**src/tdpt_pkg.sv**
```systemverilog
// Shared command and status types for the trial-division prime test.
`default_nettype none

package tdpt_pkg;

    // Width of the candidate field on the input port.
    localparam int CAND_W = 32;

    // Commands from the controller to the datapath.
    typedef struct packed {
        logic load;       // take a new candidate, reset divisor to two
        logic div_start;  // begin a remainder pass for the current divisor
        logic div_step;   // one restoring remainder bit
        logic advance;    // move to the next divisor
        logic finish;     // register the verdict and strobe it
        logic prime;      // verdict that goes with finish
    } t_dp_cmd;

    // Status from the datapath to the controller.
    typedef struct packed {
        logic lt_two;     // candidate is zero or one
        logic sq_gt_n;    // divisor squared exceeds the candidate
        logic div_last;   // final bit of the remainder pass
        logic rem_zero;   // remainder of the last pass is zero
    } t_dp_status;

endpackage : tdpt_pkg

`default_nettype wire

```
**src/trial_division_prime_test_core.sv**
```systemverilog
// Top level of the trial-division prime test: controller plus datapath.
//   Divisors are tried in turn from two until one divides or its square exceeds the
//   candidate; none is tried for zero to three. Each divisor takes one square check,
//   a remainder pass over all VALUE_WIDTH candidate bits and one zero test. One beat
//   at a time; busy drops with the strobe.
//   Reset: synchronous, active low; returns the controller to idle, clears the strobe.
`default_nettype none

module trial_division_prime_test_core #(
    parameter int VALUE_WIDTH = 32
) (
    input  wire logic                        i_clk,
    input  wire logic                        i_rst_n,
    input  wire logic                        start,
    output logic                             busy,
    input  wire logic [tdpt_pkg::CAND_W-1:0] i_candidate,
    output logic                             o_result_valid,
    output logic                             o_is_prime
);
    import tdpt_pkg::*;

    // Commands and status run only between controller and datapath.
    t_dp_cmd    w_cmd;
    t_dp_status w_status;

    // Sequence: load the beat, check the square bound, run one remainder pass per divisor,
    // and stop for a candidate below two, at the first zero remainder or once past the root.
    tdpt_ctrl u_ctrl (
        .i_clk    (i_clk),
        .i_rst_n  (i_rst_n),
        .start    (start),
        .busy     (busy),
        .o_cmd    (w_cmd),
        .i_status (w_status)
    );

    // Hold the candidate, the divisor and its square; compute the remainder bit by bit.
    tdpt_datapath #(
        .VALUE_WIDTH (VALUE_WIDTH)
    ) u_datapath (
        .i_clk          (i_clk),
        .i_rst_n        (i_rst_n),
        .i_candidate    (i_candidate),
        .i_cmd          (w_cmd),
        .o_status       (w_status),
        .o_result_valid (o_result_valid),
        .o_is_prime     (o_is_prime)
    );

endmodule : trial_division_prime_test_core

`default_nettype wire

```
**src/tdpt_ctrl.sv**
```systemverilog
// Controller state machine for the trial-division prime test.
`default_nettype none

module tdpt_ctrl (
    input  wire logic                 i_clk,
    input  wire logic                 i_rst_n,
    input  wire logic                 start,
    output logic                      busy,
    output tdpt_pkg::t_dp_cmd         o_cmd,
    input  wire tdpt_pkg::t_dp_status i_status
);
    import tdpt_pkg::*;

    typedef enum logic [3:0] {
        S_IDLE  = 4'b0001,
        S_CHECK = 4'b0010,
        S_DIV   = 4'b0100,
        S_TEST  = 4'b1000
    } t_state;

    t_state r_state;
    t_state n_state;

    always_ff @(posedge i_clk) begin
        if (!i_rst_n) begin
            r_state <= S_IDLE;
        end else begin
            r_state <= n_state;
        end
    end

    always_comb begin
        n_state = r_state;
        o_cmd   = '0;
        unique case (r_state)
            S_IDLE: begin
                if (start) begin
                    o_cmd.load = 1'b1;
                    n_state    = S_CHECK;
                end
            end
            S_CHECK: begin
                priority if (i_status.lt_two) begin
                    o_cmd.finish = 1'b1;
                    o_cmd.prime  = 1'b0;
                    n_state      = S_IDLE;
                end else if (i_status.sq_gt_n) begin
                    o_cmd.finish = 1'b1;
                    o_cmd.prime  = 1'b1;
                    n_state      = S_IDLE;
                end else begin
                    o_cmd.div_start = 1'b1;
                    n_state         = S_DIV;
                end
            end
            S_DIV: begin
                o_cmd.div_step = 1'b1;
                if (i_status.div_last) begin
                    n_state = S_TEST;
                end
            end
            S_TEST: begin
                if (i_status.rem_zero) begin
                    o_cmd.finish = 1'b1;
                    o_cmd.prime  = 1'b0;
                    n_state      = S_IDLE;
                end else begin
                    o_cmd.advance = 1'b1;
                    n_state       = S_CHECK;
                end
            end
            default: begin
                n_state = S_IDLE;
            end
        endcase
    end

    assign busy = (r_state != S_IDLE);

endmodule : tdpt_ctrl

`default_nettype wire

```
**src/tdpt_datapath.sv**
```systemverilog
// Datapath: held candidate, divisor, running square and bit-serial remainder unit.
`default_nettype none

module tdpt_datapath #(
    parameter int VALUE_WIDTH = 32
) (
    input  wire logic                         i_clk,
    input  wire logic                         i_rst_n,
    input  wire logic [tdpt_pkg::CAND_W-1:0]  i_candidate,
    input  wire tdpt_pkg::t_dp_cmd            i_cmd,
    output tdpt_pkg::t_dp_status              o_status,
    output logic                              o_result_valid,
    output logic                              o_is_prime
);
    import tdpt_pkg::*;

    localparam int W     = VALUE_WIDTH;
    localparam int CNT_W = (W > 1) ? $clog2(W) : 1;

    logic [W-1:0]     w_cand;
    logic [W-1:0]     r_cand;
    logic [W-1:0]     r_div;
    logic [W+1:0]     r_sq;
    logic [W-1:0]     r_rem;
    logic [W-1:0]     r_shift;
    logic [CNT_W-1:0] r_cnt;
    logic             r_valid;
    logic             r_prime;

    logic [W:0]       w_trial;
    logic [W-1:0]     w_rem_next;

    // Fit the candidate to the working width.
    if (W <= CAND_W) begin : g_trunc
        assign w_cand = i_candidate[W-1:0];
    end else begin : g_ext
        assign w_cand = {{(W - CAND_W){1'b0}}, i_candidate};
    end

    // Restoring remainder: shift in the next candidate bit, subtract if it fits.
    always_comb begin
        w_trial = {r_rem, r_shift[W-1]};
        if (w_trial >= {1'b0, r_div}) begin
            w_rem_next = W'(w_trial - {1'b0, r_div});
        end else begin
            w_rem_next = w_trial[W-1:0];
        end
    end

    always_ff @(posedge i_clk) begin
        if (i_cmd.load) begin
            r_cand <= w_cand;
            r_div  <= W'(2);
            r_sq   <= (W + 2)'(4);
        end
        if (i_cmd.advance) begin
            r_div <= r_div + W'(1);
            r_sq  <= r_sq + {1'b0, r_div, 1'b1};
        end
        if (i_cmd.div_start) begin
            r_rem   <= '0;
            r_shift <= r_cand;
            r_cnt   <= CNT_W'(W - 1);
        end
        if (i_cmd.div_step) begin
            r_rem   <= w_rem_next;
            r_shift <= {r_shift[W-2:0], 1'b0};
            r_cnt   <= r_cnt - CNT_W'(1);
        end
        if (i_cmd.finish) begin
            r_prime <= i_cmd.prime;
        end
    end

    always_ff @(posedge i_clk) begin
        if (!i_rst_n) begin
            r_valid <= 1'b0;
        end else begin
            r_valid <= i_cmd.finish;
        end
    end

    assign o_status.lt_two   = (r_cand[W-1:1] == '0);
    assign o_status.sq_gt_n  = (r_sq > {2'b00, r_cand});
    assign o_status.div_last = (r_cnt == '0);
    assign o_status.rem_zero = (r_rem == '0);

    assign o_result_valid = r_valid;
    assign o_is_prime     = r_prime;

endmodule : tdpt_datapath

`default_nettype wire

```
**config.mk**
```make
export PLATFORM = sky130hd
export DESIGN_NAME = trial_division_prime_test_core
export DESIGN_NICKNAME = d
export VERILOG_FILES = /design/src/tdpt_pkg.sv /design/src/trial_division_prime_test_core.sv /design/src/tdpt_ctrl.sv /design/src/tdpt_datapath.sv
export SDC_FILE = /design/constraint.sdc
export NUM_CORES = 1
export LEC_CHECK = 0
export BUFFER_PORTS_ARGS = -buffer_cell sky130_fd_sc_hd__buf_4
export CAP_MARGIN = 20
export CORE_MARGIN = 4
export CORE_UTILIZATION = 45
export DETAILED_ROUTE_END_ITERATION = 10
export PLACE_DENSITY_LB_ADDON = 0.25
export SYNTH_ARGS = -nofsm -noshare
export SYNTH_HDL_FRONTEND = slang
export SYNTH_SLANG_ARGS = --single-unit
```
**constraint.sdc**
```tcl
create_clock -name i_clk -period 6.6 [get_ports i_clk]
set_clock_uncertainty 0.1 [all_clocks]
set_input_delay 0.66 -clock i_clk [delete_from_list [all_inputs] [get_ports i_clk]]
set_output_delay 0.66 -clock i_clk [all_outputs]
set_load 0.01 [all_outputs]
```
Word level (Yosys, flattened, before mapping)
Cells that the tools add are included.

$add $sub $neg: 4. Order comparisons: 2. Equality and inequality tests: 7. Multiplexer cells: 29. Reductions and logical operators: 6.

Operators by type and width (count): $mux W32 (7); $mux W34 (2); $add A34 B33 Y34 (1); $gt A34 B32 Y1 (1); $ge A33 B32 Y1 (1); $add A32 B1 Y32 const B (1); $logic_not A32 Y1 (1); $sub A32 B32 Y32 (1); $logic_not A31 Y1 (1); $pmux W4 S4 (1); $mux W5 (2); $mux W1 (8); $mux W2 (4); $mux W4 (2); $mux W3 (2); $logic_not A5 Y1 (1); $sub A5 B1 Y5 const B (1); $eq A4 B1 Y1 const B (1); $eq A4 B2 Y1 const B (1); $eq A4 B3 Y1 const B (1); $eq A4 B4 Y1 const B (1); $ne A4 B1 Y1 const B (1); $pmux W2 S2 (1); $reduce_bool A2 Y1 (2); 3 further kinds (3).

Flip-flop bits (word level): 173. Bits of input ports: 35. Output and inout bits: 3. Logic and storage cells: 58.

Longest topological paths before layout
Gate-level depths: netlist of run 1.

Depth after elaboration: 6. Depth in mapped cells: 13.

Cells and area by module
Synthesis of run 1 repeated with hierarchy kept, for this count alone.

Cell total of the unflattened synthesis: 1233. Area total of the unflattened synthesis: 11828.8 µm².

By module, submodules not included: tdpt_datapath (times used 1, cells each 1196, area an instance 11532.3 µm², seq. area each 5054.8 µm²); tdpt_ctrl (times used 1, cells each 37, area an instance 296.5 µm², seq. area each 80.1 µm²).

Worst setup path before layout of run 1
No wires, ideal clock.

Path kind: register -> register. Start point: reg u_ctrl.r_state[0]. End point: reg u_datapath.r_div[0] (enable). Setup time: 582 ps. Arrival: 5465 ps. Data required time: 5918 ps. Slack: 454 ps. Cell stages (with the launch flop): 4. Period minus slack after synthesis: 6146 ps. Cell sequence: dfxtp_1 > clkbuf_1 > nand3b_1 > o21ai_0.

Cells in the longest elaborated chain, start to end: 3.

Ends and longest elaborated chain: start: declaration (RTL line tdpt_ctrl.sv:21) `t_state r_state;`; start signal: assignment (RTL line tdpt_ctrl.sv:28) `r_state <= n_state;`; $eq A4 B4 Y1 / $eq A4 B1 Y1 (equally long branches) (RTL line tdpt_ctrl.sv:35) `unique case (r_state)`; $mux W1 (RTL line tdpt_ctrl.sv:35); $reduce_bool A2 Y1 (no line) (*); end signal: assignment (RTL line tdpt_datapath.sv:57) `r_div <= r_div + W'(1);`; end: declaration (RTL line tdpt_datapath.sv:22) `logic [W-1:0] r_div;`.

Every way passes the cells marked *; elsewhere a longest branch is shown, timed or not. A chain may end at the register's enable or synchronous reset.

Final worst setup path of run 1
Start point: reg u_datapath.r_cand[31]. End point: reg u_datapath.r_rem[0] (enable).

Cells in the longest elaborated chain, start to end: 5.

Ends and longest elaborated chain: start: declaration (RTL line tdpt_datapath.sv:21) `logic [W-1:0] r_cand;`; start signal: assignment (RTL line tdpt_datapath.sv:52) `r_cand <= w_cand;`; $gt A34 B32 Y1 (RTL line tdpt_datapath.sv:84) `assign o_status.sq_gt_n = (r_sq > {2'b00, r_cand});`; $mux W1 (RTL line tdpt_ctrl.sv:47) `end else if (i_status.sq_gt_n) begin`; $mux W1 (*) (RTL line tdpt_ctrl.sv:43) `priority if (i_status.lt_two) begin`; $mux W1 (*) (RTL line tdpt_ctrl.sv:35); $reduce_bool A2 Y1 (no line) (*); end signal: assignment (RTL line tdpt_datapath.sv:66) `r_rem <= w_rem_next;`; end: declaration (RTL line tdpt_datapath.sv:24) `logic [W-1:0] r_rem;`.

Marked as above.

==> results of run 1 <==
==> path summary, 6_finish.rpt <==
path                                            start                     to  slack, ns  cells past startpoint
worst max-delay path            u_datapath.r_cand[31]    u_datapath.r_rem[0]       2.20                     12
worst min-delay path                  i_candidate[25]  u_datapath.r_cand[25]       0.28                      1
worst max register to register  u_datapath.r_cand[31]    u_datapath.r_rem[0]       2.20                     12
worst min register to register  u_datapath.r_shift[0]  u_datapath.r_shift[0]       0.37                      2
==> metal layers <==
metal	wire (um)	up-vias	track usage
met3	1007	26	0.03076
met4	404	0	0.05363
met1	13640	4211	0.2784
met2	12400	198	0.3022
li1	-	4422	-
met5	0	-	0
==> worst register-to-register path: stages (launching register included) <==
cell,delay (ns)
edfxtp_1,0.41
inv_1,0.10
ha_1,0.32
nand4_1,0.10
nor4_1,0.34
and2_1,0.25
nand2_1,0.11
nor4_1,0.34
a21o_1,0.17
nor2b_2,0.13
buf_4,0.34
or2_2,0.76
buf_4,0.55
==> kinds of logic (layout without fill, tap and decap cells) <==
group	after synthesis	in the layout	share of synthesized area
buffers and inverters	127	167	0.04518
and+or+nand+nor	389	389	0.1669
AOI/OAI and AO/OA	314	314	0.1855
xor gates and xnor gates	58	58	0.04410
muxes	3	3	0.002607
adders and majority gates	100	100	0.1099
DFF	173	173	0.4457
==> flip-flops by register name, indices dropped and copies added, names as in the netlist <==
register / cells
u_datapath.r_sq: 34
u_datapath.r_div: 32
u_datapath.r_rem: 32
u_datapath.o_result_valid: 1
u_datapath.r_shift: 32
u_ctrl.r_state: 4
u_datapath.o_is_prime: 1
u_datapath.r_cand: 32
u_datapath.r_cnt: 5
==> cells in the mapped netlist, types with 4 or more instances <==
library cell,n
a31oi_1,10
or3_1,5
and3_1,7
a21o_1,41
a21boi_0,9
o211ai_1,11
o31a_1,4
and4_1,4
o21ai_1,4
nor3_1,46
inv_1,90
a21oi_1,78
nor2_1,100
nand4_1,31
ha_1,98
nor3b_1,7
o21ai_0,51
and2_1,9
or2_2,7
xnor2_1,49
a2111oi_0,6
edfxtp_1,167
clkbuf_1,23
nand3b_1,5
buf_2,7
a22o_1,32
a211oi_1,19
nand2_1,84
xor2_1,9
nor2b_1,9
nand3_1,29
nor4_1,24
o21bai_1,4
dfxtp_1,6
o21a_1,16
nand2b_1,13
==> cells in the final DEF, fill, tap and decap left out, drive strengths merged, types with 5 or more instances in the layout <==
cell type  instances
a2111oi            6
a211oi            23
a21boi             9
a21o              41
a21oi             78
a22o              32
a31oi             10
and2               9
and3               8
buf               45
clkbuf            18
dfxtp              6
edfxtp           167
ha                98
inv               97
nand2             85
nand2b            13
nand3             29
nand3b             5
nand4             31
nor2             100
nor2b              9
nor3              46
nor3b              7
nor4              24
o211ai            11
o21a              16
o21ai             55
or2                7
or3                5
xnor2             49
xor2               9
==> power groups by stage <==
stage / clock [mW] / sequential [mW] / combinational, mW
after global placement: 0 / 1.41 / 0.751
after global routing: 1.11 / 1.40 / 0.867
after floorplan: 0 / 1.38 / 0.599
final: 1.05 / 1.39 / 0.771
after detailed placement: 0 / 1.41 / 0.761
after CTS: 1.06 / 1.39 / 0.767
==> final cells by class <==
type / instances / area share
timing repair buffer: 45 / 0.02712
sequential: 173 / 0.4032
clock buffer: 18 / 0.03370
inverter: 90 / 0.02653
tap: 330 / 0.03242
clock inverter: 14 / 0.01385
multi-input combinational: 864 / 0.4632
==> results.ini, run 1 <==
[final_layout]
n_antenna_cell=0
nFillCells=2282
regArea_um2=5135
stdcell_count=1534
postLayoutCoreUtil=0.5057
multi_input_area_um2=5898
nets=1326
drive_gt1_frac=0.08306
areaGrowthSynthToFinish_pct=10.55
fin_area_um2=12730

[floorplan]
rows=58
die_y_um=168
ios=38
core_um2=25180
die_x_um=168
start_util=0.4575
die-area_um2=28220

[yosys]
synth_area_um2=11520
seq_area_frac_synth=0.4457
synth_flop_cell=edfxtp_1
synth-edff-count=167
synth.top_cells.by_area=edfxtp_1 44%, ha_1 11%, xnor2_1 3.7%
synthArstFlopShare=0
synth_seq_cells=173
synthCells=1164
yosys_warnings=0
synth.top_cell.area_share=0.4353
ys_types=67
synth_nets=1299
synth_largest_area_cell=edfxtp_1
syn_area_per_cell_um2=9.897

[power_and_ir_drop]
p_int_mw=2.164
swShare=0.3248
p_leak_nw=4.916
powerDensity_nw_per_um2=251.7
p_switching_mw=1.041
power_mw=3.205
p_clk_frac=0.326
pwr-share-seq=0.433
irDropWorstVdd_uv=178.6
comb_power_share=0.241

[sta]
hold_ws_ns=0.2822
timing.fmax_ghz=0.2273
post-route-period-util=0.6666
rsz0062_at_grt=no
finalWorstPathRequiredPeriod_ns=4.400
hold_viol=0
finalSetupViolations=0
fin_setup_tns_ns=0
worstMarginPinSlew_ns=0.9880
setup_slack_ns=2.200
slew-limit-headroom=0.3388
drv_slew=0

[routing]
routed_via_density=5.774
num_vias=8857
wire_per_inst_um=17.90
ant_nets=0
firstDrtPassIters=5
wirelength_mm=27.46
drc=0
drt_iter0_markers=904

[run]
maxCapViolCount=0

[clock_network]
cts_tree=yes
path_clk_slew_ns=0.08
h-tree-depth=4
clock_latency_ns=0.45
cts_root_buf=clkbuf_16
post-cts-setup-buffers=0
clock_path_buffers=2
numCtsBuffers=17
cts_resized=0
numClockSinks=173
hold_buffers=0

[worst_setup_path]
setup.worst_path.start_class=flop
end_kind=flop
path_class=reg -> reg
cpMaxStageDelayCell=or2_2
critPathTopFamily=simple AND/OR/NAND/NOR gates
worstPathCellList=inv_1 -> ha_1 -> nand4_1 -> nor4_1 -> and2_1 -> nand2_1 -> nor4_1 -> a21o_1 -> nor2b_2 -> buf_4 -> or2_2 -> buf_4
critPathMaxStageDelay_ns=0.75
path_buf_inv=3
crit_required_ns=6.58
critPathMaxFanout=36
cp.arrival_ns=4.38

[placed_design]
dp_cells=1501
numPortBuffers=37
routabilityCongestion=0.8726
place_area_um2=12110
hpwl_mm=19.99
dp_slack_ns=2.120

[grt]
grt_overflow_total=0
grt_max_degree=67
grt_pass1_wl_mm=44.06
grt_pass1_vias=8560
grtUsageTotal=0.1927
antenna_found_initial=0

[hold_path]
hold_path_class=in -> reg

[status]
status=finished, final reports clean

No activity file was read; power rests on OpenSTA's default activity.
==> run 2, diff against run 1 <==
==> constraint.sdc (replaced) <==
create_clock -name i_clk -period 3.95 [get_ports i_clk]
set_clock_uncertainty 0.1 [all_clocks]
set_input_delay 0.395 -clock i_clk [delete_from_list [all_inputs] [get_ports i_clk]]
set_output_delay 0.395 -clock i_clk [all_outputs]
set_load 0.01 [all_outputs]
==> run 2 against run 1 <==
Against the previous run:
- fmax is 25% higher
- global-route usage hardly changed
- design area is 0.20% higher
- highest routed layer unchanged
- sequential power is 67% higher
- via count is 1.6% higher
- critical path type unchanged
- core utilization is 0.099 points higher
- sequential share of layout area is 0.079 points lower
==> results.ini, run 2 (synthesized netlist as in run 1, its figures left out) <==
[routing]
routed_via_density=5.843
wire_per_inst_um=17.77
num_vias=8998
drt_iter0_markers=884
wirelength_mm=27.37
ant_nets=0
firstDrtPassIters=6
drc=0

[final_layout]
regArea_um2=5135
nFillCells=2306
mostFrequentLayoutCells=167 x edfxtp_1, 99 x nor2_1, 98 x ha_1
postLayoutCoreUtil=0.5067
layout_commonest_cell=edfxtp_1
n_antenna_cell=0
drive_gt1_frac=0.08843
multi_input_area_um2=5898
areaGrowthSynthToFinish_pct=10.76
largest_register=u_datapath.r_sq
fin_area_um2=12760
nets=1333
largest_register_ffs=34

[hold_path]
min_from=i_candidate[30]
hold_path_class=in -> reg

[worst_setup_path]
end_kind=flop
r2r_start=u_datapath.r_div[0]
worstPathCellList=ha_1 -> fa_1 -> nor2b_1 -> o31ai_1 -> a211oi_1 -> o21ai_1 -> a221oi_1 -> o21ai_0 -> or4_1 -> nand3_1
setup.worst_path.start_class=flop
critPathMaxStageDelay_ns=0.50
crit_required_ns=4.15
critical_path.startpoint=u_datapath.r_div[0]
path_class=reg -> reg
cp.arrival_ns=3.72
cpMaxStageDelayCell=edfxtp_1
critPathMaxFanout=7

[placed_design]
hpwl_mm=20.24
routabilityCongestion=0.9104
place_area_um2=12190
numPortBuffers=37

[sta]
fin_setup_tns_ns=0
worstMarginPinSlew_ns=0.9040
slew-limit-headroom=0.3958
drv_slew=0
hold_viol=0
rsz0062_at_grt=no
finalWorstPathRequiredPeriod_ns=3.517
finalSetupViolations=0
post-route-period-util=0.8904
timing.fmax_ghz=0.2843

[status]
status=finished, final reports clean

[clock_network]
cts_resized=0
clock_latency_ns=0.43
clock_path_buffers=2
cts_tree=yes
numClockSinks=173
numCtsBuffers=17
cts_root_buf=clkbuf_16
h-tree-depth=4
path_clk_slew_ns=0.08
hold_buffers=0
post-cts-setup-buffers=0

[floorplan]
die-area_um2=28220
start_util=0.4575
rows=58
die_y_um=168
ios=38
core_um2=25180
die_x_um=168

[grt]
antenna_found_initial=1
grt_overflow_total=0
grt_max_degree=67
grt_pass1_vias=8442
grt_pass1_wl_mm=44.36
grtUsageTotal=0.1929

[run]
maxCapViolCount=0

[power_and_ir_drop]
powerDensity_nw_per_um2=411.5
p_leak_nw=4.937
irDropWorstVdd_uv=310.6

run 2: cell types whose count changed in the layout (fill, tap and decap cells not counted):
| cell | delta |
|---|---|
| clkinv_8 | -1 |
| clkinv_4 | +2 |
| buf_4 | +7 |
| bufinv_16 | -1 |
| clkbuf_1 | -1 |
| buf_12 | +1 |
| buf_8 | -1 |
run 2: path summary, 6_finish.rpt:
| path | to | slack (ns) | depth (start not counted) |
|---|---|---|---|
| hold reg to reg | u_datapath.r_shift[0] | 0.37 | 2 |
| hold / removal | u_datapath.r_cand[30] | 0.03 | 1 |
| setup reg to reg | u_datapath.r_rem[26] | 0.43 | 10 |
| setup / recovery | u_datapath.r_rem[26] | 0.43 | 10 |
run 2: power by group:
| part | internal [mW] | leakage, nW | switching [mW] | total [mW] |
|---|---|---|---|---|
| combinational | 0.533 | 3.06 | 0.765 | 1.30 |
| clock | 0.840 | 0.275 | 0.798 | 1.64 |
| sequential | 2.18 | 1.60 | 0.139 | 2.32 |
| total | 3.55 | 4.94 | 1.70 | 5.25 |
run 2: critical path, delay by kind of cell (launching register included):
kind                     cells  cell delay (ns)
adder cells (fa/ha/maj)      2             0.69
AO/OA/AOI/OAI                5             1.43
AND/OR/NAND/NOR              3             0.67
flip-flops                   1             0.50
run 2: cell type report:
cell class	instances	share of cell area
well taps	330	0.03236
inverters	90	0.02648
repair buffers	52	0.03157
flip-flops and latches	173	0.4024
clock buffers	17	0.03334
clock inverters	14	0.01157
multi-input cells	864	0.4622
run 2: per-stage QoR:
stage               setup WS [ns]  instances  power (mW)  hold slack (ns)
floorplan                  0.5478       1164       3.301           0.3350
global placement           0.6092       1509       3.626           0.3447
detailed placement         0.4759       1509       3.635           0.3563
CTS                        0.4580       1540       5.285          0.01967
global route               0.1994       1540       5.558          0.01277
finish                     0.4329       1540       5.251          0.03406
run 2: layer usage:
layer	track usage	vias to the layer above	wire, um
met2	0.3111	223	12660
met3	0.02418	30	1057
met1	0.2766	4304	13230
met5	0	-	0
li1	-	4441	-
met4	0.05081	0	414
==> run 3, diff against run 2 <==
==> constraint.sdc (replaced) <==
create_clock -name i_clk -period 2.9 [get_ports i_clk]
set_clock_uncertainty 0.1 [all_clocks]
set_input_delay 0.29 -clock i_clk [delete_from_list [all_inputs] [get_ports i_clk]]
set_output_delay 0.29 -clock i_clk [all_outputs]
set_load 0.01 [all_outputs]
==> run 3 against run 2 <==
Against the previous run:
- the flow now finishes with violations (negative setup slack)
- worst setup slack worse by 0.55 ns
- die area stayed put
- first-iteration DRC count is 10% higher
- global-route usage is 2.1 points higher
- flip-flop and latch count stayed put
- register-to-register slack worse by 0.55 ns
- clock-buffer cell count is 1 higher
- critical path type unchanged
- critical endpoint is now u_datapath.r_rem[18]
- largest cell class unchanged
==> results.ini, run 3 (synthesized netlist as in run 1, its figures left out) <==
[grt]
grt_overflow_total=0
grt_pass1_wl_mm=48.96
grt_max_degree=47
grt_pass1_vias=9697
antenna_found_initial=0
grtUsageTotal=0.2142

[clock_network]
path_clk_slew_ns=0.07
clock_latency_ns=0.45
cts_tree=yes
numClockSinks=173
h-tree-depth=4
clock_path_buffers=2
numCtsBuffers=17
cts_root_buf=clkbuf_16

[floorplan]
core_um2=25180
start_util=0.4575
rows=58
die_x_um=168
die-area_um2=28220
ios=38
die_y_um=168

[final_layout]
n_antenna_cell=0
regArea_um2=5135
areaGrowthSynthToFinish_pct=38.81
layout_commonest_cell=buf_4
largest_register_ffs=34
nets=1578
drive_gt1_frac=0.3180
stdcell_count=1786
mostFrequentLayoutCells=237 x buf_4, 167 x edfxtp_1, 93 x nor2_1
multi_input_area_um2=6877
nFillCells=1927
largest_register=u_datapath.r_sq

[routing]
drc=0
routed_via_density=5.738
wire_per_inst_um=18.10
wirelength_mm=32.34
ant_nets=0
num_vias=10248
drt_iter0_markers=974
firstDrtPassIters=5

[status]
status=finished, violations left
violations=negative setup slack

[sta]
hold_viol=0
finalWorstPathRequiredPeriod_ns=3.016
fin_setup_tns_ns=-5.410
slew-limit-headroom=0.5065
timing.fmax_ghz=0.3315
rsz0062_at_grt=yes
finalSetupViolations=96
worstMarginPinSlew_ns=0.7402
setup_slack_ns=-0.1162
drv_slew=0
post-route-period-util=1.040

[worst_setup_path]
end_kind=flop
path_class=reg -> reg
critPathMaxFanout=6
critical_path.startpoint=u_datapath.r_div[22]
r2r_start=u_datapath.r_div[22]
cp.arrival_ns=3.09
crit_required_ns=2.97
setup.worst_path.start_class=flop

[power_and_ir_drop]
p_leak_nw=6.344
powerDensity_nw_per_um2=501.2
irDropWorstVdd_uv=350.0

[hold_path]
hold_path_class=in -> reg
min_from=start

[placed_design]
numPortBuffers=37
dp_cells=1675
dp_slack_ns=-0.2597
hpwl_mm=22.15
routabilityCongestion=0.9158

[run]
maxCapViolCount=0

[run 3: final cells by class]
type	instances	share of cell area
clock buffers	18	0.02684
clock inverters	14	0.009703
inverters	90	0.02113
multi-input cells	864	0.4300
flip-flops and latches	173	0.3211
well taps	330	0.02582
repair buffers	297	0.1653
[run 3: per-layer routing]
metal	track usage	share of wire	vias to the layer above
li1	-	-	4935
met1	0.2926	0.44	4885
met2	0.3532	0.47	344
met3	0.03099	0.051	84
met4	0.06810	0.033	0
met5	0	0	-
[run 3: path summary, 6_finish.rpt]
check	to	slack (ns)	depth (start not counted)
max	u_datapath.r_rem[18]	-0.12	12
min	u_ctrl.r_state[3]	0.25	3
max reg2reg	u_datapath.r_rem[18]	-0.12	12
min reg2reg	u_datapath.r_shift[0]	0.38	2
[run 3: stage by stage]
step | utilization | instance area, um2 | hold slack, ns | total power [mW]
3_3_place_gp | 0.5380 | 13550 | 0.3461 | 5.272
2_1_floorplan | - | 11560 | 0.2889 | 4.506
5_1_grt | 0.6350 | 15990 | 0.2722 | 8.440
6_report | 0.6350 | 15990 | 0.2479 | 8.015
3_5_place_dp | 0.5380 | 13550 | 0.3604 | 5.300
4_1_cts | 0.5892 | 14840 | 0.2083 | 7.731
[run 3: power breakdown]
group	switching [mW]	internal [mW]
registers	0.165	2.96
logic	1.36	1.25
clock network	1.13	1.15
total	2.66	5.36
[run 3: worst max-delay path, stage by stage, from the launching register on]
cell and delay [ns]:
edfxtp_1 0.39, inv_1 0.10, ha_1 0.26, a21oi_1 0.20, o21ai_1 0.16, a31o_1 0.25, a221o_1 0.39, a211oi_4 0.29
buf_6 0.16, nand2_8 0.09, buf_12 0.16, nor2_1 0.13, a211oi_2 0.06
[run 3: what timing repair did]
| action | 4_1_cts | 5_1_grt |
|---|---|---|
| endpoints found under the setup margin | 122 | 126 |
| gates resized for setup | 56 | 161 |
| hold endpoints to repair | 33 | 0 |
| gates cloned | 1 | 9 |
| hold buffers | 33 | 0 |
| buffers inserted | 13 | 24 |
| pin swaps | 16 | 73 |
